$ cat config.mk
export PLATFORM = sky130hd
export DESIGN_NAME = nwh_ctrl
export DESIGN_NICKNAME = d
export VERILOG_FILES = /design/src/rtl/nwh_pkg.sv /design/src/rtl/nwh_ctrl.sv
export SDC_FILE = /design/constraint.sdc
export NUM_CORES = 1
export LEC_CHECK = 0
export ABC_CLOCK_PERIOD_IN_PS = 2150
export BUFFER_PORTS_ARGS = -buffer_cell sky130_fd_sc_hd__buf_2
export CAP_MARGIN = 10
export CORE_ASPECT_RATIO = 1.4
export CORE_MARGIN = 5
export CORE_UTILIZATION = 54
export CTS_CLUSTER_DIAMETER = 40
export DETAILED_ROUTE_END_ITERATION = 6
export PLACE_DENSITY = 0.83
export SLEW_MARGIN = 5
export SYNTH_ARGS = -nofsm -noshare
export SYNTH_HDL_FRONTEND = slang
export SYNTH_SLANG_ARGS = --single-unit
$ cat constraint.sdc
create_clock -name clock -period 2.15 [get_ports clock]
set_input_delay 0 -clock clock [delete_from_list [all_inputs] [get_ports clock]]
set_output_delay 0 -clock clock [all_outputs]
set_load 0.005 [all_outputs]
$ cat src/rtl/nwh_pkg.sv
`timescale 1ns / 1ps
// Shared constants, types and the arctangent table for the nearest waypoint heading block.
// No dependencies; every other file but nwh_ram takes its names from here by scope.
package nwh_pkg;

   localparam int MAX_POINTS   = 64;
   localparam int ADDR_W       = $clog2(MAX_POINTS);
   localparam int COUNT_W      = 7;
   localparam int MIN_POINTS   = 2;
   localparam int INDEX_W      = 6;
   localparam int COORD_W      = 20;
   localparam int DIFF_W       = COORD_W + 1;
   localparam int DIST_W       = 2 * DIFF_W;
   localparam int HEADING_W    = 16;
   localparam int SEG_W        = 6;
   localparam int CORDIC_STEPS = 16;
   localparam int STEP_W       = $clog2(CORDIC_STEPS);
   localparam int PRESCALE     = 8;
   localparam int VEC_W        = 32;
   localparam int ANGLE_W      = 22;
   localparam int HALF_TURN    = 1 << 19;
   localparam int ROUND_SHIFT  = 4;
   localparam int ROUND_BIAS   = 1 << (ROUND_SHIFT - 1);
   localparam int DRAIN_CYCLES = 3;
   localparam int DRAIN_W      = $clog2(DRAIN_CYCLES + 1);

   localparam logic OP_WRITE   = 1'b0;
   localparam logic OP_QUERY   = 1'b1;
   localparam logic STATUS_OK  = 1'b0;
   localparam logic STATUS_FEW = 1'b1;

   typedef logic signed [COORD_W-1:0] coord_type;
   typedef logic signed [DIFF_W-1:0]  diff_type;
   typedef logic [DIST_W-1:0]         dist_type;
   typedef logic signed [VEC_W-1:0]   vec_type;
   typedef logic signed [ANGLE_W-1:0] angle_type;
   typedef logic [ADDR_W-1:0]         addr_type;
   typedef logic [STEP_W-1:0]         step_type;

   typedef enum logic [1:0] {
      RD_NONE,
      RD_SCAN,
      RD_START,
      RD_END
   } rd_kind_type;

   typedef struct packed {
      logic        wr_en;
      logic        capture_pose;
      logic        scan_clear;
      rd_kind_type rd_kind;
      addr_type    rd_addr;
      logic        cordic_init;
      logic        cordic_step;
      step_type    step;
      logic        load_out;
      logic        few;
   } cmd_type;

   typedef struct packed {
      addr_type seg_start;
   } dp_stat_type;

   // atan(2^-i) in turn/2^20
   function automatic angle_type atan_turns(input step_type step);
      angle_type r;
      unique case (step)
         4'd0:  r = angle_type'(131072);
         4'd1:  r = angle_type'(77376);
         4'd2:  r = angle_type'(40884);
         4'd3:  r = angle_type'(20753);
         4'd4:  r = angle_type'(10417);
         4'd5:  r = angle_type'(5213);
         4'd6:  r = angle_type'(2607);
         4'd7:  r = angle_type'(1304);
         4'd8:  r = angle_type'(652);
         4'd9:  r = angle_type'(326);
         4'd10: r = angle_type'(163);
         4'd11: r = angle_type'(81);
         4'd12: r = angle_type'(41);
         4'd13: r = angle_type'(20);
         4'd14: r = angle_type'(10);
         4'd15: r = angle_type'(5);
      endcase
      return r;
   endfunction

endpackage

$ cat src/rtl/nwh_ctrl.sv
`timescale 1ns / 1ps
// Controller: point count register, request/response handshake and the sequencer that
// steps the datapath through scan, segment fetch and CORDIC. Depends on nwh_pkg.
module nwh_ctrl (
   input  logic                          clock,
   input  logic                          reset,
   input  logic                          csr_wr_en,
   input  logic [nwh_pkg::COUNT_W-1:0]   csr_wr_data,
   input  logic                          req_valid,
   input  logic                          req_opcode,
   output logic                          req_ready,
   output logic                          rsp_valid,
   input  logic                          rsp_ready,
   input  nwh_pkg::dp_stat_type          dp_stat,
   output nwh_pkg::cmd_type              cmd
);

   typedef enum logic [3:0] {
      S_IDLE,
      S_SCAN,
      S_DRAIN,
      S_SEG_START,
      S_SEG_END,
      S_DELTA,
      S_INIT,
      S_ROTATE,
      S_FINISH
   } state_type;

   state_type                       state_ff, state_in;
   logic [nwh_pkg::COUNT_W-1:0]     count_ff;
   nwh_pkg::addr_type               addr_ff, addr_in;
   nwh_pkg::addr_type               scan_last_ff, scan_last_in;
   logic [nwh_pkg::DRAIN_W-1:0]     drain_ff, drain_in;
   nwh_pkg::step_type               step_ff, step_in;
   logic                            few_ff, few_in;
   logic                            rsp_valid_ff, rsp_valid_in;
   logic                            accept;
   logic                            out_free;

   assign req_ready = (state_ff == S_IDLE);
   assign accept    = req_valid && req_ready;
   assign out_free  = !rsp_valid_ff || rsp_ready;

   always_comb begin
      scan_last_in = (int'(count_ff) >= nwh_pkg::MAX_POINTS)
                   ? nwh_pkg::addr_type'(nwh_pkg::MAX_POINTS - 1)
                   : nwh_pkg::addr_type'(count_ff - nwh_pkg::COUNT_W'(1));
   end

   always_comb begin
      state_in     = state_ff;
      addr_in      = addr_ff;
      drain_in     = drain_ff;
      step_in      = step_ff;
      few_in       = few_ff;
      rsp_valid_in = rsp_valid_ff && !rsp_ready;

      cmd              = '0;
      cmd.rd_kind      = nwh_pkg::RD_NONE;
      cmd.rd_addr      = addr_ff;
      cmd.step         = step_ff;
      cmd.few          = few_ff;
      cmd.wr_en        = accept && (req_opcode == nwh_pkg::OP_WRITE);
      cmd.capture_pose = accept && (req_opcode == nwh_pkg::OP_QUERY);
      cmd.scan_clear   = cmd.capture_pose;

      unique case (state_ff)
         S_IDLE: begin
            if (accept && (req_opcode == nwh_pkg::OP_QUERY)) begin
               addr_in = '0;
               if (int'(count_ff) < nwh_pkg::MIN_POINTS) begin
                  few_in   = 1'b1;
                  state_in = S_FINISH;
               end else begin
                  few_in   = 1'b0;
                  state_in = S_SCAN;
               end
            end
         end
         S_SCAN: begin
            cmd.rd_kind = nwh_pkg::RD_SCAN;
            if (addr_ff == scan_last_ff) begin
               drain_in = nwh_pkg::DRAIN_W'(nwh_pkg::DRAIN_CYCLES - 1);
               state_in = S_DRAIN;
            end else begin
               addr_in = addr_ff + nwh_pkg::ADDR_W'(1);
            end
         end
         S_DRAIN: begin
            if (drain_ff == '0) begin
               state_in = S_SEG_START;
            end else begin
               drain_in = drain_ff - nwh_pkg::DRAIN_W'(1);
            end
         end
         S_SEG_START: begin
            cmd.rd_kind = nwh_pkg::RD_START;
            cmd.rd_addr = dp_stat.seg_start;
            state_in    = S_SEG_END;
         end
         S_SEG_END: begin
            cmd.rd_kind = nwh_pkg::RD_END;
            cmd.rd_addr = dp_stat.seg_start + nwh_pkg::ADDR_W'(1);
            state_in    = S_DELTA;
         end
         S_DELTA: begin
            state_in = S_INIT;
         end
         S_INIT: begin
            cmd.cordic_init = 1'b1;
            step_in         = '0;
            state_in        = S_ROTATE;
         end
         S_ROTATE: begin
            cmd.cordic_step = 1'b1;
            if (step_ff == nwh_pkg::step_type'(nwh_pkg::CORDIC_STEPS - 1)) begin
               state_in = S_FINISH;
            end else begin
               step_in = step_ff + nwh_pkg::step_type'(1);
            end
         end
         S_FINISH: begin
            if (out_free) begin
               cmd.load_out = 1'b1;
               rsp_valid_in = 1'b1;
               state_in     = S_IDLE;
            end
         end
      endcase
   end

   always_ff @(posedge clock) begin
      if (reset) begin
         state_ff     <= S_IDLE;
         count_ff     <= '0;
         addr_ff      <= '0;
         scan_last_ff <= '0;
         drain_ff     <= '0;
         step_ff      <= '0;
         few_ff       <= 1'b0;
         rsp_valid_ff <= 1'b0;
      end else begin
         state_ff     <= state_in;
         addr_ff      <= addr_in;
         drain_ff     <= drain_in;
         step_ff      <= step_in;
         few_ff       <= few_in;
         rsp_valid_ff <= rsp_valid_in;
         if (accept) begin
            scan_last_ff <= scan_last_in;
         end
         if (csr_wr_en) begin
            count_ff <= csr_wr_data;
         end
      end
   end

   assign rsp_valid = rsp_valid_ff;

   a_load_sets_valid: assert property (@(posedge clock) disable iff (reset)
      cmd.load_out |=> rsp_valid_ff)
      else $error("response valid not raised after result load");

   a_load_when_free: assert property (@(posedge clock) disable iff (reset)
      cmd.load_out |-> (!rsp_valid_ff || rsp_ready))
      else $error("result register overwritten while still held");

   a_scan_in_range: assert property (@(posedge clock) disable iff (reset)
      (state_ff == S_SCAN) |-> (addr_ff <= scan_last_ff))
      else $error("scan address beyond last waypoint in use");

   a_end_after_start: assert property (@(posedge clock) disable iff (reset)
      (cmd.rd_kind == nwh_pkg::RD_END) |-> ($past(cmd.rd_kind) == nwh_pkg::RD_START))
      else $error("segment end read without start read");

endmodule

# [After elaboration in Yosys (flattened, before gate mapping)]
# Index checks and enable logic that the tools add are counted.
[totals] register_bits=31 latch_bits=0 ramBits=0 romBits=0 inputBits=19 out_inout_bits=21 memories=0
[classes] add_sub_neg=5 mul=0 div_mod_pow=0 n_lt_le_gt_ge=2 eq_ne=18 shifts=0 muxes=25 bitwise=1 n_reduce_logical=17
[op_table] cell="$pmux 4 s9" count=1
[op_table] cell="$mux 4" count=7
[op_table] cell="$pmux 6 s2" count=2
[op_table] cell="$mux 6" count=3
[op_table] cell="$eq 4x3->1 const B" count=4
[op_table] cell="$ne 2x2->1 const B" count=7
[op_table] cell="$add 6x1->6 const B" count=2
[op_table] cell="$eq 4x2->1 const B" count=2
[op_table] cell="$eq 4x4->1 const B" count=2
[op_table] cell="$pmux 4 s2" count=1
[op_table] cell="$ge 7x7->1 const B" count=1
[op_table] cell="$lt 7x2->1 const B" count=1
[op_table] cell="$mux 1" count=7
[op_table] cell="$eq 6x6->1" count=1
[op_table] cell="$pmux 2 s3" count=1
[op_table] cell="$reduce_and 3->1" count=2
[op_table] cell="$reduce_bool 2->1" count=3
[op_table] cell="$sub 6x1->6 const B" count=1
[op_table] cell="$reduce_and 5->1" count=1
[op_table] cell="$add 4x1->4 const B" count=1
[op_table] cell="$eq 4x1->1 const B" count=1
[op_table] cell="$logic_and 1x1->1" count=4
[op_table] cell="$logic_not 4->1" count=1
[op_table] cell="$mux 2" count=2
[op_table] cell="8 further kinds" count=10

# [Logic depth before layout (Yosys ltp)]
# Gate-level depths: netlist of run 1.
[depth] depth_word=5 mapped_depth=6 ltp_nobuf=6

# [Worst setup path before layout of run 1]
# No wires, ideal clock.
[synth_timing] path_kind="reg2reg" from="reg state_ff[2]" to="reg addr_ff[5]" setup_time_ns=0.095 arrival_time_ns=1.450 t_required_ns=2.055 slack_ns=0.604 stages_incl_launch_ff=5 cell_sequence="dfxtp_1 -> nor4b_4 -> o21ai_2 -> or4_1 -> o311ai_1"
[synth_via] elab_chain_len=5 word_cells_on_any_way=9 cone_classes="3 x eq/ne; 1 x mux; 5 x reduce/logical"
[synth_rtl] item="start: declaration" line="nwh_ctrl.sv:30" text="state_type state_ff, state_in;"
[synth_rtl] item="start signal: assignment" line="nwh_ctrl.sv:144" text="state_ff <= state_in;"
[synth_rtl] item="$logic_not 4->1" line="nwh_ctrl.sv:41, nwh_ctrl.sv:68"
[synth_rtl] item="$logic_and 1x1->1" line="nwh_ctrl.sv:42" text="assign accept = req_valid && req_ready;"
[synth_rtl] item="$logic_and 1x1->1" line="nwh_ctrl.sv:70" text="if (accept && (req_opcode == nwh_pkg::OP_QUERY)) begin"
[synth_rtl] item="$ne 2x1->1 (no source line)"
[synth_rtl] item="$reduce_and 3->1 (no source line)"
[synth_rtl] item="end signal: assignment" line="nwh_ctrl.sv:145" text="addr_ff <= addr_in;"
[synth_rtl] item="end: declaration" line="nwh_ctrl.sv:32" text="nwh_pkg::addr_type addr_ff, addr_in;"
# Parallel ways exist; a longest one is shown, timed or not.
# A chain may end at the register's enable or synchronous reset.

==> impl_metrics.prom, run 1 <==
# TYPE chip_impl_metric gauge
chip_impl_metric{name="gr-total-overflow",unit=""} 0
chip_impl_metric{name="p_per_area",unit="nW/um^2"} 965
chip_impl_metric{name="antenna_violating_nets_post_route",unit=""} 0
chip_impl_metric{name="areaGrowthSynthToFinish",unit="%"} 19.8
chip_impl_metric{name="edff_count_synth",unit=""} 0
chip_impl_metric{name="synth_largest_type_area_fraction",unit="%"} 33.1
chip_impl_metric{name="first_global_vias",unit=""} 1818
chip_impl_metric{name="post-route-drc-count",unit=""} 0
chip_impl_metric{name="synth_area_per_cell",unit="um^2"} 8.18
chip_impl_metric{name="post_synth_mux_area_share",unit="%"} 4.81
chip_impl_info{name="most_used_standard_cell_by_instance_count_after_synthesis",value="sky130_fd_sc_hd__dfxtp_1"} 1
chip_impl_info{name="hold_class",value="primary input to flip-flop"} 1
chip_impl_metric{name="final_max_slew_viol_count",unit=""} 0
chip_impl_metric{name="grt_usage",unit="%"} 22.0
chip_impl_info{name="worst_setup_path_end_kind",value="primary output"} 1
chip_impl_metric{name="clock_latency",unit="ns"} 0.29
chip_impl_metric{name="place.gp.congestion",unit=""} 0.830
chip_impl_metric{name="postCtsSetupBuffers",unit=""} 0
chip_impl_info{name="crit_type",value="flip-flop to primary output"} 1
chip_impl_metric{name="firstDrtPassIters",unit=""} 6
chip_impl_metric{name="synth-seq-cells",unit=""} 31
chip_impl_metric{name="final.hold.worst_slack",unit="ns"} 0.0543
chip_impl_info{name="ctsRootBufferMaster",value="sky130_fd_sc_hd__clkbuf_8"} 1
chip_impl_metric{name="timing.max_slew.rel_slack",unit="%"} 60.7
chip_impl_metric{name="pwr-share-clk",unit="%"} 21.2
chip_impl_metric{name="synth-compound-area-share",unit="%"} 18.2
chip_impl_metric{name="worst-slew-pin-transition",unit="ns"} 0.590
chip_impl_metric{name="mappedNetlistNets",unit=""} 254
chip_impl_metric{name="detailedPlace.worstSlack",unit="ns"} 0.314
chip_impl_metric{name="netSwitchingFraction",unit="%"} 39.7
chip_impl_metric{name="fraction_of_layout_cells_with_a_size_suffix_above_1",unit="%"} 24.1
chip_impl_metric{name="initial_antenna_violation_count",unit=""} 0
chip_impl_metric{name="critical_path_arrival",unit="ns"} 2.02
chip_impl_metric{name="timing.critical_path.fanout_max",unit=""} 14
chip_impl_metric{name="internal-power",unit="mW"} 1.31
chip_impl_metric{name="period_needed",unit="ns"} 2.02
chip_impl_metric{name="sequential_group_share_of_total_power",unit="%"} 37.5
chip_impl_info{name="start_kind",value="flip-flop"} 1
chip_impl_metric{name="asyncSetResetFlopFracSynth",unit="%"} 0
chip_impl_metric{name="clkSlewWorstSetupHoldPaths",unit="ns"} 0.07
chip_impl_metric{name="timing.max_cap.violations",unit=""} 0
chip_impl_metric{name="fillerInstances",unit=""} 302
chip_impl_metric{name="synth-xor-area-share",unit="%"} 6.07
chip_impl_info{name="setup_repair_after_global_routing_missed_its_margin",value="no"} 1
chip_impl_metric{name="tritoncts.num_buffers",unit=""} 5
chip_impl_metric{name="cts_htree_levels",unit=""} 2
chip_impl_metric{name="finalNetCount",unit=""} 298
chip_impl_metric{name="io_buffers",unit=""} 39
chip_impl_metric{name="timing.setup.tns",unit="ns"} 0
chip_impl_metric{name="grt_first_pass_wirelength",unit="mm"} 8.05
chip_impl_metric{name="setup_slack",unit="ns"} 0.133
chip_impl_metric{name="yosysWarningCount",unit=""} 0
chip_impl_info{name="ys_top_cells_by_area",value="sky130_fd_sc_hd__dfxtp_1, sky130_fd_sc_hd__nor2_1, sky130_fd_sc_hd__a311oi_1"} 1
chip_impl_metric{name="dp.final_hpwl",unit="mm"} 3.38
chip_impl_metric{name="tritoncts_num_sinks",unit=""} 31
chip_impl_metric{name="drt_first_iter_violations",unit=""} 74
chip_impl_metric{name="netlist_instances",unit=""} 229
chip_impl_metric{name="setup_viol",unit=""} 0
chip_impl_metric{name="data_required_critical_path",unit="ns"} 2.15
chip_impl_metric{name="fp.dieW",unit="um"} 59.8
chip_impl_info{name="netlist.top_cell.by_area",value="sky130_fd_sc_hd__dfxtp_1"} 1
chip_impl_metric{name="num_rows",unit=""} 25
chip_impl_metric{name="routed_wirelength",unit="mm"} 4.80
chip_impl_info{name="clock_tree_from_tritoncts",value="built"} 1
chip_impl_metric{name="routed_wire_length_per_instance",unit="um"} 15.3
chip_impl_info{name="yosys-top-cells-count",value="sky130_fd_sc_hd__dfxtp_1, sky130_fd_sc_hd__nor2_1, sky130_fd_sc_hd__nand2_1, sky130_fd_sc_hd__a21oi_1, sky130_fd_sc_hd__a311oi_1"} 1
chip_impl_metric{name="starting_density_of_the_core",unit="%"} 55.5
chip_impl_metric{name="seq_area_frac_synth",unit="%"} 33.1
chip_impl_metric{name="die_h",unit="um"} 79.7
chip_impl_metric{name="p_comb_share",unit="%"} 41.3
chip_impl_metric{name="synth_cell_types",unit=""} 51
chip_impl_metric{name="diode_insertion_count_for_antenna_repair",unit=""} 0
chip_impl_metric{name="floorplan.die_area",unit="um^2"} 4770
chip_impl_metric{name="grt_start_max_net_pins",unit=""} 34
chip_impl_metric{name="synth_simple_gate_area_share",unit="%"} 27.2
chip_impl_metric{name="mappedNetlistArea",unit="um^2"} 1870
chip_impl_metric{name="longest_clk_path_bufs",unit=""} 2
chip_impl_info{name="dominant_combinational_cell_family_by_area_after_synthesis",value="simple AND/OR/NAND/NOR gates"} 1
chip_impl_metric{name="min_period_over_period",unit="%"} 93.8
chip_impl_metric{name="core_area",unit="um^2"} 3380
chip_impl_metric{name="peak_vdd_ir",unit="uV"} 605
chip_impl_metric{name="io_pins",unit=""} 40
chip_impl_info{name="status",value="complete, no violations"} 1
chip_impl_metric{name="final-hold-violation-count",unit=""} 0
chip_impl_metric{name="max_freq",unit="MHz"} 496
chip_impl_info{name="synth_flop_cell",value="sky130_fd_sc_hd__dfxtp_1"} 1
chip_impl_metric{name="leakage",unit="nW"} 0.995
chip_impl_metric{name="drt-vias-per-instance",unit=""} 5.75
chip_impl_metric{name="total_switching_power",unit="mW"} 0.860
chip_impl_metric{name="design_area",unit="um^2"} 2240
chip_impl_metric{name="post_dp_cell_area",unit="um^2"} 2080
chip_impl_metric{name="post_synth_fa_ha_maj_area_fraction",unit="%"} 4.54
chip_impl_metric{name="num_vias",unit=""} 1806
chip_impl_metric{name="timing.clock.skew",unit="ns"} 0.00518
## critical path, stage by stage, from the launching register on
cell and delay [ns]:
sky130_fd_sc_hd__dfxtp_1 0.45, sky130_fd_sc_hd__nand2b_1 0.25, sky130_fd_sc_hd__nor3_2 0.31, sky130_fd_sc_hd__nor2_1 0.20, sky130_fd_sc_hd__a221o_1 0.39, sky130_fd_sc_hd__buf_2 0.13
## worst paths after layout
check | from | to | slack (ns) | cells after the start
setup / recovery | state_ff[0] | cmd[13] | 0.13 | 5
setup reg to reg | state_ff[0] | addr_ff[5] | 0.23 | 4
hold / removal | rsp_ready | rsp_valid | 0.05 | 3
hold reg to reg | few_ff | few_ff | 0.47 | 2
## routing by layer
| metal | global-route usage, % | vias to the layer above | share of wire, % |
|---|---|---|---|
| met3 | 6.31 | 15 | 5.5 |
| li1 | - | 906 | - |
| met1 | 23.3 | 830 | 40 |
| met2 | 39.0 | 55 | 52 |
| met5 | 0 | - | 0 |
| met4 | 9.76 | 0 | 2.2 |
## cells in the final DEF (no fill, tap or decap), types with 6 or more instances in the layout
cell type                       instances
sky130_fd_sc_hd__dfxtp_1               29
sky130_fd_sc_hd__a21oi_1               12
sky130_fd_sc_hd__buf_2                 39
sky130_fd_sc_hd__a311oi_1              11
sky130_fd_sc_hd__mux2i_1                9
sky130_fd_sc_hd__xnor2_1                8
sky130_fd_sc_hd__inv_1                 10
sky130_fd_sc_hd__dlygate4sd3_1          7
sky130_fd_sc_hd__nand2_1               20
sky130_fd_sc_hd__nand2b_1               6
sky130_fd_sc_hd__ha_1                   6
sky130_fd_sc_hd__nor2_1                27
## power groups by stage
stage	logic (mW)	registers, mW	clock network [mW]
detailed placement	0.868	0.822	0
finish	0.894	0.813	0.460
CTS	0.886	0.809	0.466
global route	0.997	0.830	0.491
floorplan	0.681	0.755	0
global placement	0.852	0.812	0
## registers in the layout (all words and copies together), names as in the netlist
| signal | flops |
|---|---|
| state_ff | 4 |
| step_ff | 4 |
| drain_ff | 2 |
| few_ff | 1 |
| scan_last_ff | 6 |
| count_ff | 7 |
| addr_ff | 6 |
| rsp_valid | 1 |
## stage by stage
step	utilization (%)	std cells	power [mW]
floorplan	-	229	1.44
global placement	61.7	299	1.66
detailed placement	61.7	299	1.69
CTS	66.4	314	2.16
global route	66.4	314	2.32
finish	66.4	314	2.17
## cell families (layout without fill, tap and decap cells)
kind of cell / Yosys count / count (layout)
compound gates: 49 / 49
xor+xnor: 13 / 13
fa+ha+maj: 7 / 7
buf+inv: 25 / 70
flops: 31 / 31
mux: 9 / 9
simple gates: 95 / 95
## layout make-up
cell class                      count  area (um^2)  share of cell area, %
Multi-Input combinational cell    173         1140                   50.7
Sequential cell                    31          623                   27.8
Timing Repair Buffer               51          303                   13.5
Clock buffer                        5         68.8                   3.07
Tap cell                           40         50.0                   2.23
Inverter                           11         41.3                   1.84
Clock inverter                      3         20.0                  0.892
## timing repair
item	in CTS	in global routing
endpoints found under the hold margin	7	0
endpoints found under the setup margin	0	4
hold buffers	7	0
gates resized for setup	0	2
No activity file was read; power rests on OpenSTA's default activity.
==> run 2, diff against run 1 <==
--- a/config.mk
+++ b/config.mk
@@ -6,14 +6,14 @@
 export NUM_CORES = 1
 export LEC_CHECK = 0
 export ABC_CLOCK_PERIOD_IN_PS = 2150
-export BUFFER_PORTS_ARGS = -buffer_cell sky130_fd_sc_hd__buf_2
 export CAP_MARGIN = 10
 export CORE_ASPECT_RATIO = 1.4
 export CORE_MARGIN = 5
-export CORE_UTILIZATION = 54
+export CORE_UTILIZATION = 30
 export CTS_CLUSTER_DIAMETER = 40
 export DETAILED_ROUTE_END_ITERATION = 6
-export PLACE_DENSITY = 0.83
+export DONT_BUFFER_PORTS = 1
+export PLACE_DENSITY = 0.48
 export SLEW_MARGIN = 5
 export SYNTH_ARGS = -nofsm -noshare
 export SYNTH_HDL_FRONTEND = slang
==> run 2 against run 1 <==
- worst setup slack gained 0.12 ns
- sequential share of layout area up 0.15 points
- sequential power fell by 1%
- fmax up 6.2%
- wire length is 1.4% lower
- design area is 0.72% lower
- clock skew rose by 0.0048 ns
- cell count is 1.9% higher
- power shrank 1.8%
- flip-flop and latch count stayed put
- critical endpoint is now cmd[10]
- largest cell class unchanged
- largest power group unchanged
==> impl_metrics.prom, run 2 (synthesized netlist as in run 1, its figures left out) <==
# TYPE chip_impl_metric gauge
chip_impl_info{name="status",value="complete, no violations"} 1
chip_impl_metric{name="clock_latency",unit="ns"} 0.29
chip_impl_metric{name="timing.max_slew.rel_slack",unit="%"} 63.6
chip_impl_metric{name="areaGrowthSynthToFinish",unit="%"} 18.9
chip_impl_metric{name="timing.max_cap.violations",unit=""} 0
chip_impl_info{name="worst_setup_path_end_kind",value="primary output"} 1
chip_impl_metric{name="total_power",unit="mW"} 2.13
chip_impl_metric{name="worst-slew-pin-transition",unit="ns"} 0.546
chip_impl_metric{name="initial_antenna_violation_count",unit=""} 0
chip_impl_metric{name="post-route-drc-count",unit=""} 0
chip_impl_metric{name="p_per_area",unit="nW/um^2"} 955
chip_impl_metric{name="cts_htree_levels",unit=""} 2
chip_impl_metric{name="floorplan.die_area",unit="um^2"} 7950
chip_impl_metric{name="postCtsSetupBuffers",unit=""} 0
chip_impl_info{name="crit_type",value="flip-flop to primary output"} 1
chip_impl_metric{name="tritoncts.num_buffers",unit=""} 5
chip_impl_info{name="hold_class",value="primary input to flip-flop"} 1
chip_impl_metric{name="drt-vias-per-instance",unit=""} 5.24
chip_impl_metric{name="first_global_vias",unit=""} 1652
chip_impl_info{name="cp_cell_sequence",value="nand2_1 -> or3_1 -> o211a_1 -> o21ai_1"} 1
chip_impl_metric{name="longest_clk_path_bufs",unit=""} 2
chip_impl_metric{name="grt_first_pass_wirelength",unit="mm"} 8.09
chip_impl_metric{name="peak_vdd_ir",unit="uV"} 571
chip_impl_metric{name="clkSlewWorstSetupHoldPaths",unit="ns"} 0.07
chip_impl_info{name="start_kind",value="flip-flop"} 1
chip_impl_metric{name="final_max_slew_viol_count",unit=""} 0
chip_impl_metric{name="max_freq",unit="MHz"} 526
chip_impl_metric{name="io_pins",unit=""} 40
chip_impl_info{name="top_register",value="count_ff"} 1
chip_impl_metric{name="detailedPlace.worstSlack",unit="ns"} 0.373
chip_impl_info{name="final_cell_mix",value="sky130_fd_sc_hd__dfxtp_1, sky130_fd_sc_hd__nor2_1, sky130_fd_sc_hd__nand2_1"} 1
chip_impl_metric{name="finalNetCount",unit=""} 272
chip_impl_metric{name="timing.setup.tns",unit="ns"} 0
chip_impl_info{name="mostFrequentLayoutCell",value="sky130_fd_sc_hd__dfxtp_1"} 1
chip_impl_metric{name="data_required_critical_path",unit="ns"} 2.15
chip_impl_metric{name="grt_usage",unit="%"} 12.4
chip_impl_info{name="reg.largest.list",value="count_ff: 7 flops, addr_ff: 6 flops, scan_last_ff: 6 flops"} 1
chip_impl_metric{name="num_rows",unit=""} 34
chip_impl_metric{name="drt_first_iter_violations",unit=""} 108
chip_impl_metric{name="final-hold-violation-count",unit=""} 0
chip_impl_metric{name="place.gp.congestion",unit=""} 0.844
chip_impl_metric{name="timing.critical_path.fanout_max",unit=""} 13
chip_impl_metric{name="starting_density_of_the_core",unit="%"} 30.4
chip_impl_metric{name="setup_slack",unit="ns"} 0.250
chip_impl_info{name="critical_path.top_delay_family",value="simple AND/OR/NAND/NOR gates"} 1
chip_impl_metric{name="setup_viol",unit=""} 0
chip_impl_metric{name="routed_wirelength",unit="mm"} 4.74
chip_impl_info{name="clock_tree_from_tritoncts",value="built"} 1
chip_impl_metric{name="grt_start_max_net_pins",unit=""} 34
chip_impl_metric{name="diode_insertion_count_for_antenna_repair",unit=""} 0
chip_impl_metric{name="routed_wire_length_per_instance",unit="um"} 14.8
chip_impl_metric{name="worst-path-buf-inv",unit=""} 0
chip_impl_metric{name="leakage",unit="nW"} 0.872
chip_impl_metric{name="fraction_of_layout_cells_with_a_size_suffix_above_1",unit="%"} 11.7
chip_impl_metric{name="cp_slowest_stage_delay",unit="ns"} 0.64
chip_impl_info{name="ctsRootBufferMaster",value="sky130_fd_sc_hd__clkbuf_8"} 1
chip_impl_info{name="setup_repair_after_global_routing_missed_its_margin",value="no"} 1
chip_impl_metric{name="min_period_over_period",unit="%"} 88.4
chip_impl_metric{name="period_needed",unit="ns"} 1.90
chip_impl_metric{name="die_h",unit="um"} 104
chip_impl_metric{name="largest_register_ffs",unit=""} 7
chip_impl_metric{name="dp.final_hpwl",unit="mm"} 3.50
chip_impl_metric{name="gr-total-overflow",unit=""} 0
chip_impl_metric{name="core_area",unit="um^2"} 6170
chip_impl_metric{name="critical_path_arrival",unit="ns"} 1.90
chip_impl_metric{name="io_buffers",unit=""} 0
chip_impl_metric{name="num_vias",unit=""} 1676
chip_impl_metric{name="firstDrtPassIters",unit=""} 4
chip_impl_metric{name="timing.clock.skew",unit="ns"} 0.0100
chip_impl_metric{name="tritoncts_num_sinks",unit=""} 31
chip_impl_info{name="critical_path.slowest_cell",value="sky130_fd_sc_hd__dfxtp_1"} 1
chip_impl_metric{name="antenna_violating_nets_post_route",unit=""} 0
chip_impl_metric{name="fp.dieW",unit="um"} 76.8
==> run 2: cell types whose count changed in the layout (fill, tap and decap cells not counted), sizes merged <==
| cell | before | now |
|---|---|---|
| dlygate4sd3 | 7 | 17 |
| clkinv | 1 | 2 |
| buf | 44 | 8 |
| clkinvlp | 2 | 1 |
==> run 2: area by class of cell <==
class	count	area, um^2
tap	72	90.1
inverter	11	41.3
clock inverter	3	25.0
fill	642	3940
multi-input combinational	173	1140
clock buffer	5	68.8
sequential	31	622
timing repair buffer	25	243
==> run 2: stage by stage <==
| stage | instance area (um^2) | utilization [%] | cells | hold slack (ns) |
|---|---|---|---|---|
| 2_1_floorplan | 1870 | - | 229 | 0.0302 |
| 3_3_place_gp | 1940 | 31.5 | 294 | 0.0453 |
| 3_5_place_dp | 1940 | 31.5 | 294 | 0.0391 |
| 4_1_cts | 2230 | 36.1 | 320 | 0.0196 |
| 5_1_grt | 2230 | 36.1 | 320 | 0.0362 |
| 6_report | 2230 | 36.1 | 320 | 0.0295 |
==> run 2: power by group <==
group / leakage [nW] / switching [mW] / internal [mW] / total (mW)
sequential: 0.254 / 0.132 / 0.671 / 0.802
combinational: 0.573 / 0.463 / 0.386 / 0.849
clock: 0.0443 / 0.245 / 0.231 / 0.476
==> run 2: path summary, 6_finish.rpt <==
kind,slack [ns],end,from,cells past startpoint
min,0.03,state_ff[3],req_valid,3
max reg2reg,0.34,state_ff[3],state_ff[3],4
min reg2reg,0.48,drain_ff[1],drain_ff[1],2
max,0.25,cmd[10],state_ff[1],4
==> run 2: worst register-to-register path: cells and delay by family (launching register included) <==
kind	cells	cell delay [ns]
AND/OR/NAND/NOR	2	0.80
flip-flops	1	0.67
AO/OA/AOI/OAI	2	0.25
==> run 2: timing repair <==
item | CTS | global route
gates resized for setup | 0 | 1
setup endpoints to repair | 0 | 1
hold endpoints to repair | 31 | 0
hold buffers | 18 | 0
==> run 2: per-layer routing <==
layer | vias up | part of all wire [%] | routed length [um] | global-route usage [%]
li1 | 855 | - | - | -
met1 | 780 | 44 | 2070 | 13.7
met2 | 37 | 48 | 2300 | 20.9
met3 | 4 | 6.6 | 312 | 5.21
met4 | 0 | 1.2 | 57 | 4.25
met5 | - | 0 | 0 | 0
==> run 3, diff against run 2 <==
--- a/config.mk
+++ b/config.mk
@@ -8,12 +8,11 @@
 export ABC_CLOCK_PERIOD_IN_PS = 2150
 export CAP_MARGIN = 10
 export CORE_ASPECT_RATIO = 1.4
-export CORE_MARGIN = 5
-export CORE_UTILIZATION = 30
+export CORE_UTILIZATION = 39
 export CTS_CLUSTER_DIAMETER = 40
 export DETAILED_ROUTE_END_ITERATION = 6
 export DONT_BUFFER_PORTS = 1
-export PLACE_DENSITY = 0.48
+export PLACE_DENSITY = 0.57
 export SLEW_MARGIN = 5
 export SYNTH_ARGS = -nofsm -noshare
 export SYNTH_HDL_FRONTEND = slang
==> run 3 against run 2 <==
- clock skew is 0.0040 ns lower
- cell count is 3.8% lower
- worst setup slack worse by 0.10 ns
- via count is 0.84% lower
- worst hold slack hardly changed
- wire length is 9.6% lower
- largest cell class unchanged
- design area is 1.0% lower
- non-clock buffer count is 2 lower
- first-iteration DRC count is 56% lower
==> impl_metrics.prom, run 3 (synthesized netlist as in run 1, its figures left out) <==
# TYPE chip_impl_metric gauge
chip_impl_info{name="status",value="complete, no violations"} 1
chip_impl_metric{name="worst-path-buf-inv",unit=""} 1
chip_impl_metric{name="pwr-share-clk",unit="%"} 23.6
chip_impl_info{name="start_kind",value="flip-flop"} 1
chip_impl_metric{name="grt_first_pass_wirelength",unit="mm"} 7.09
chip_impl_metric{name="p_per_area",unit="nW/um^2"} 964
chip_impl_info{name="min_from",value="req_valid"} 1
chip_impl_metric{name="drt-vias-per-instance",unit=""} 5.40
chip_impl_metric{name="timing.critical_path.fanout_max",unit=""} 15
chip_impl_metric{name="first_global_vias",unit=""} 1576
chip_impl_info{name="critical_path.top_delay_family",value="flip-flops"} 1
chip_impl_metric{name="register_to_register_setup_slack",unit="ns"} 0.15
chip_impl_metric{name="gr-total-overflow",unit=""} 0
chip_impl_metric{name="tritoncts.num_buffers",unit=""} 5
chip_impl_metric{name="initial_antenna_violation_count",unit=""} 0
chip_impl_metric{name="floorplan.die_area",unit="um^2"} 5090
chip_impl_metric{name="worst-slew-pin-transition",unit="ns"} 0.552
chip_impl_metric{name="firstDrtPassIters",unit=""} 4
chip_impl_metric{name="num_vias",unit=""} 1662
chip_impl_metric{name="routed_wire_length_per_instance",unit="um"} 13.9
chip_impl_metric{name="period_needed",unit="ns"} 2.00
chip_impl_metric{name="clkSlewWorstSetupHoldPaths",unit="ns"} 0.07
chip_impl_metric{name="grt_start_max_net_pins",unit=""} 34
chip_impl_metric{name="die_h",unit="um"} 84.0
chip_impl_metric{name="critical_path_arrival",unit="ns"} 2.22
chip_impl_metric{name="holdPathStages",unit=""} 3
chip_impl_metric{name="total_power",unit="mW"} 2.13
chip_impl_metric{name="longest_clk_path_bufs",unit=""} 2
chip_impl_info{name="critical_path.slowest_cell",value="sky130_fd_sc_hd__dfxtp_1"} 1
chip_impl_metric{name="finalNetCount",unit=""} 270
chip_impl_metric{name="internal-power",unit="mW"} 1.34
chip_impl_metric{name="fp.dieW",unit="um"} 60.6
chip_impl_metric{name="max_freq",unit="MHz"} 500
chip_impl_metric{name="io_pins",unit=""} 40
chip_impl_info{name="min_delay_worst_endpoint",value="state_ff[3]"} 1
chip_impl_metric{name="clock_latency",unit="ns"} 0.28
chip_impl_info{name="top_register",value="count_ff"} 1
chip_impl_metric{name="min_period_over_period",unit="%"} 93.0
chip_impl_info{name="crit_type",value="flip-flop to flip-flop"} 1
chip_impl_metric{name="peak_vdd_ir",unit="uV"} 595
chip_impl_metric{name="setup_viol",unit=""} 0
chip_impl_metric{name="cts_htree_levels",unit=""} 2
chip_impl_metric{name="cp_slowest_stage_delay",unit="ns"} 0.67
chip_impl_metric{name="fraction_of_layout_cells_with_a_size_suffix_above_1",unit="%"} 10.2
chip_impl_info{name="final_cell_mix",value="sky130_fd_sc_hd__dfxtp_1, sky130_fd_sc_hd__nor2_1, sky130_fd_sc_hd__nand2_1"} 1
chip_impl_metric{name="largest_register_ffs",unit=""} 7
chip_impl_metric{name="timing.setup.tns",unit="ns"} 0
chip_impl_info{name="ctsRootBufferMaster",value="sky130_fd_sc_hd__clkbuf_8"} 1
chip_impl_info{name="worst_setup_path_end_kind",value="flip-flop"} 1
chip_impl_metric{name="grt_usage",unit="%"} 18.4
chip_impl_metric{name="dp.final_hpwl",unit="mm"} 2.96
chip_impl_info{name="setup_repair_after_global_routing_missed_its_margin",value="no"} 1
chip_impl_info{name="hold_class",value="primary input to flip-flop"} 1
chip_impl_metric{name="final-hold-violation-count",unit=""} 0
chip_impl_info{name="crit-reg2reg-capture",value="rsp_valid"} 1
chip_impl_metric{name="postCtsSetupBuffers",unit=""} 0
chip_impl_info{name="critical_path.reg2reg.startpoint",value="state_ff[3]"} 1
chip_impl_metric{name="p_comb_share",unit="%"} 37.9
chip_impl_metric{name="final_max_slew_viol_count",unit=""} 0
chip_impl_metric{name="timing.clock.skew",unit="ns"} 0.00604
chip_impl_info{name="cp_cell_sequence",value="or4b_1 -> a21oi_1 -> dlygate4sd3_1"} 1
chip_impl_metric{name="num_rows",unit=""} 29
chip_impl_metric{name="fillerInstances",unit=""} 483
chip_impl_metric{name="timing.max_slew.rel_slack",unit="%"} 63.2
chip_impl_info{name="clock_tree_from_tritoncts",value="built"} 1
chip_impl_metric{name="post_cts.resized_instances",unit=""} 0
chip_impl_metric{name="diode_insertion_count_for_antenna_repair",unit=""} 0
chip_impl_metric{name="drt_first_iter_violations",unit=""} 47
chip_impl_metric{name="sequential_group_share_of_total_power",unit="%"} 38.5
chip_impl_metric{name="netSwitchingFraction",unit="%"} 37.0
chip_impl_metric{name="antenna_violating_nets_post_route",unit=""} 0
chip_impl_metric{name="starting_density_of_the_core",unit="%"} 41.0
chip_impl_metric{name="routed_wirelength",unit="mm"} 4.28
chip_impl_metric{name="place.gp.congestion",unit=""} 0.827
chip_impl_info{name="reg.largest.list",value="count_ff: 7 flops, addr_ff: 6 flops, scan_last_ff: 6 flops"} 1
chip_impl_metric{name="core_area",unit="um^2"} 4570
chip_impl_metric{name="io_buffers",unit=""} 0
chip_impl_info{name="mostFrequentLayoutCell",value="sky130_fd_sc_hd__dfxtp_1"} 1
chip_impl_metric{name="timing.max_cap.violations",unit=""} 0
chip_impl_metric{name="tritoncts_num_sinks",unit=""} 31
chip_impl_metric{name="leakage",unit="nW"} 0.870
chip_impl_metric{name="areaGrowthSynthToFinish",unit="%"} 17.7
chip_impl_metric{name="reg2reg_depth",unit=""} 3
chip_impl_metric{name="total_switching_power",unit="mW"} 0.787
chip_impl_metric{name="data_required_critical_path",unit="ns"} 2.37
chip_impl_metric{name="post-route-drc-count",unit=""} 0
-- run 3: cell type report --
class / instances / area [um^2] / area share (%)
Tap cell: 62 / 77.6 / 3.52
Inverter: 11 / 41.3 / 1.87
Timing Repair Buffer: 23 / 228 / 10.3
Multi-Input combinational cell: 173 / 1140 / 51.6
Sequential cell: 31 / 621 / 28.1
Clock buffer: 8 / 100 / 4.54
-- run 3: worst max-delay path by stage --
| stage | from | end | slack [ns] | cells past startpoint |
|---|---|---|---|---|
| after floorplan | state_ff[2] | addr_ff[5] | 0.60 | 4 |
| after global placement | state_ff[3] | state_ff[3] | 0.38 | 4 |
| after detailed placement | state_ff[0] | addr_ff[5] | 0.37 | 4 |
| after CTS | state_ff[3] | rsp_valid | 0.17 | 3 |
| after global routing | state_ff[2] | cmd[12] | 0.04 | 5 |
| final | state_ff[3] | rsp_valid | 0.15 | 3 |
-- run 3: stage by stage --
stage | hold WS [ns] | cells | util [%] | instance area [um^2] | setup WS, ns
3_5_place_dp | 0.0379 | 282 | 41.9 | 1920 | 0.367
6_report | 0.0293 | 308 | 48.2 | 2210 | 0.150
2_1_floorplan | 0.0302 | 229 | - | 1870 | 0.604
4_1_cts | 0.0191 | 308 | 48.2 | 2210 | 0.170
5_1_grt | 0.0450 | 308 | 48.2 | 2210 | 0.0446
3_3_place_gp | 0.0372 | 282 | 41.9 | 1920 | 0.385
-- run 3: power by group through the flow --
| stage | sequential, mW | combinational, mW | clock (mW) |
|---|---|---|---|
| after global placement | 0.827 | 0.761 | 0 |
| after global routing | 0.843 | 0.924 | 0.540 |
| after detailed placement | 0.832 | 0.762 | 0 |
| final | 0.819 | 0.806 | 0.502 |
| after floorplan | 0.755 | 0.681 | 0 |
| after CTS | 0.818 | 0.810 | 0.518 |
-- run 3: what timing repair did --
item                                   in CTS  in global routing
setup endpoints to repair                   0                  0
endpoints found under the hold margin      31                  0
hold buffers                               18                  0
-- run 3: worst reg2reg max path, cell delays in order, from the launching register on --
cell	delay (ns)
sky130_fd_sc_hd__dfxtp_1	0.67
sky130_fd_sc_hd__or4b_1	0.55
sky130_fd_sc_hd__a21oi_1	0.17
sky130_fd_sc_hd__dlygate4sd3_1	0.55
-- run 3: layer usage --
metal	up-vias	GRT usage, %	wire [um]
met3	6	4.50	224
li1	844	-	-
met1	771	21.9	1840
met2	41	29.9	2150
met5	-	0	0
met4	0	8.68	70
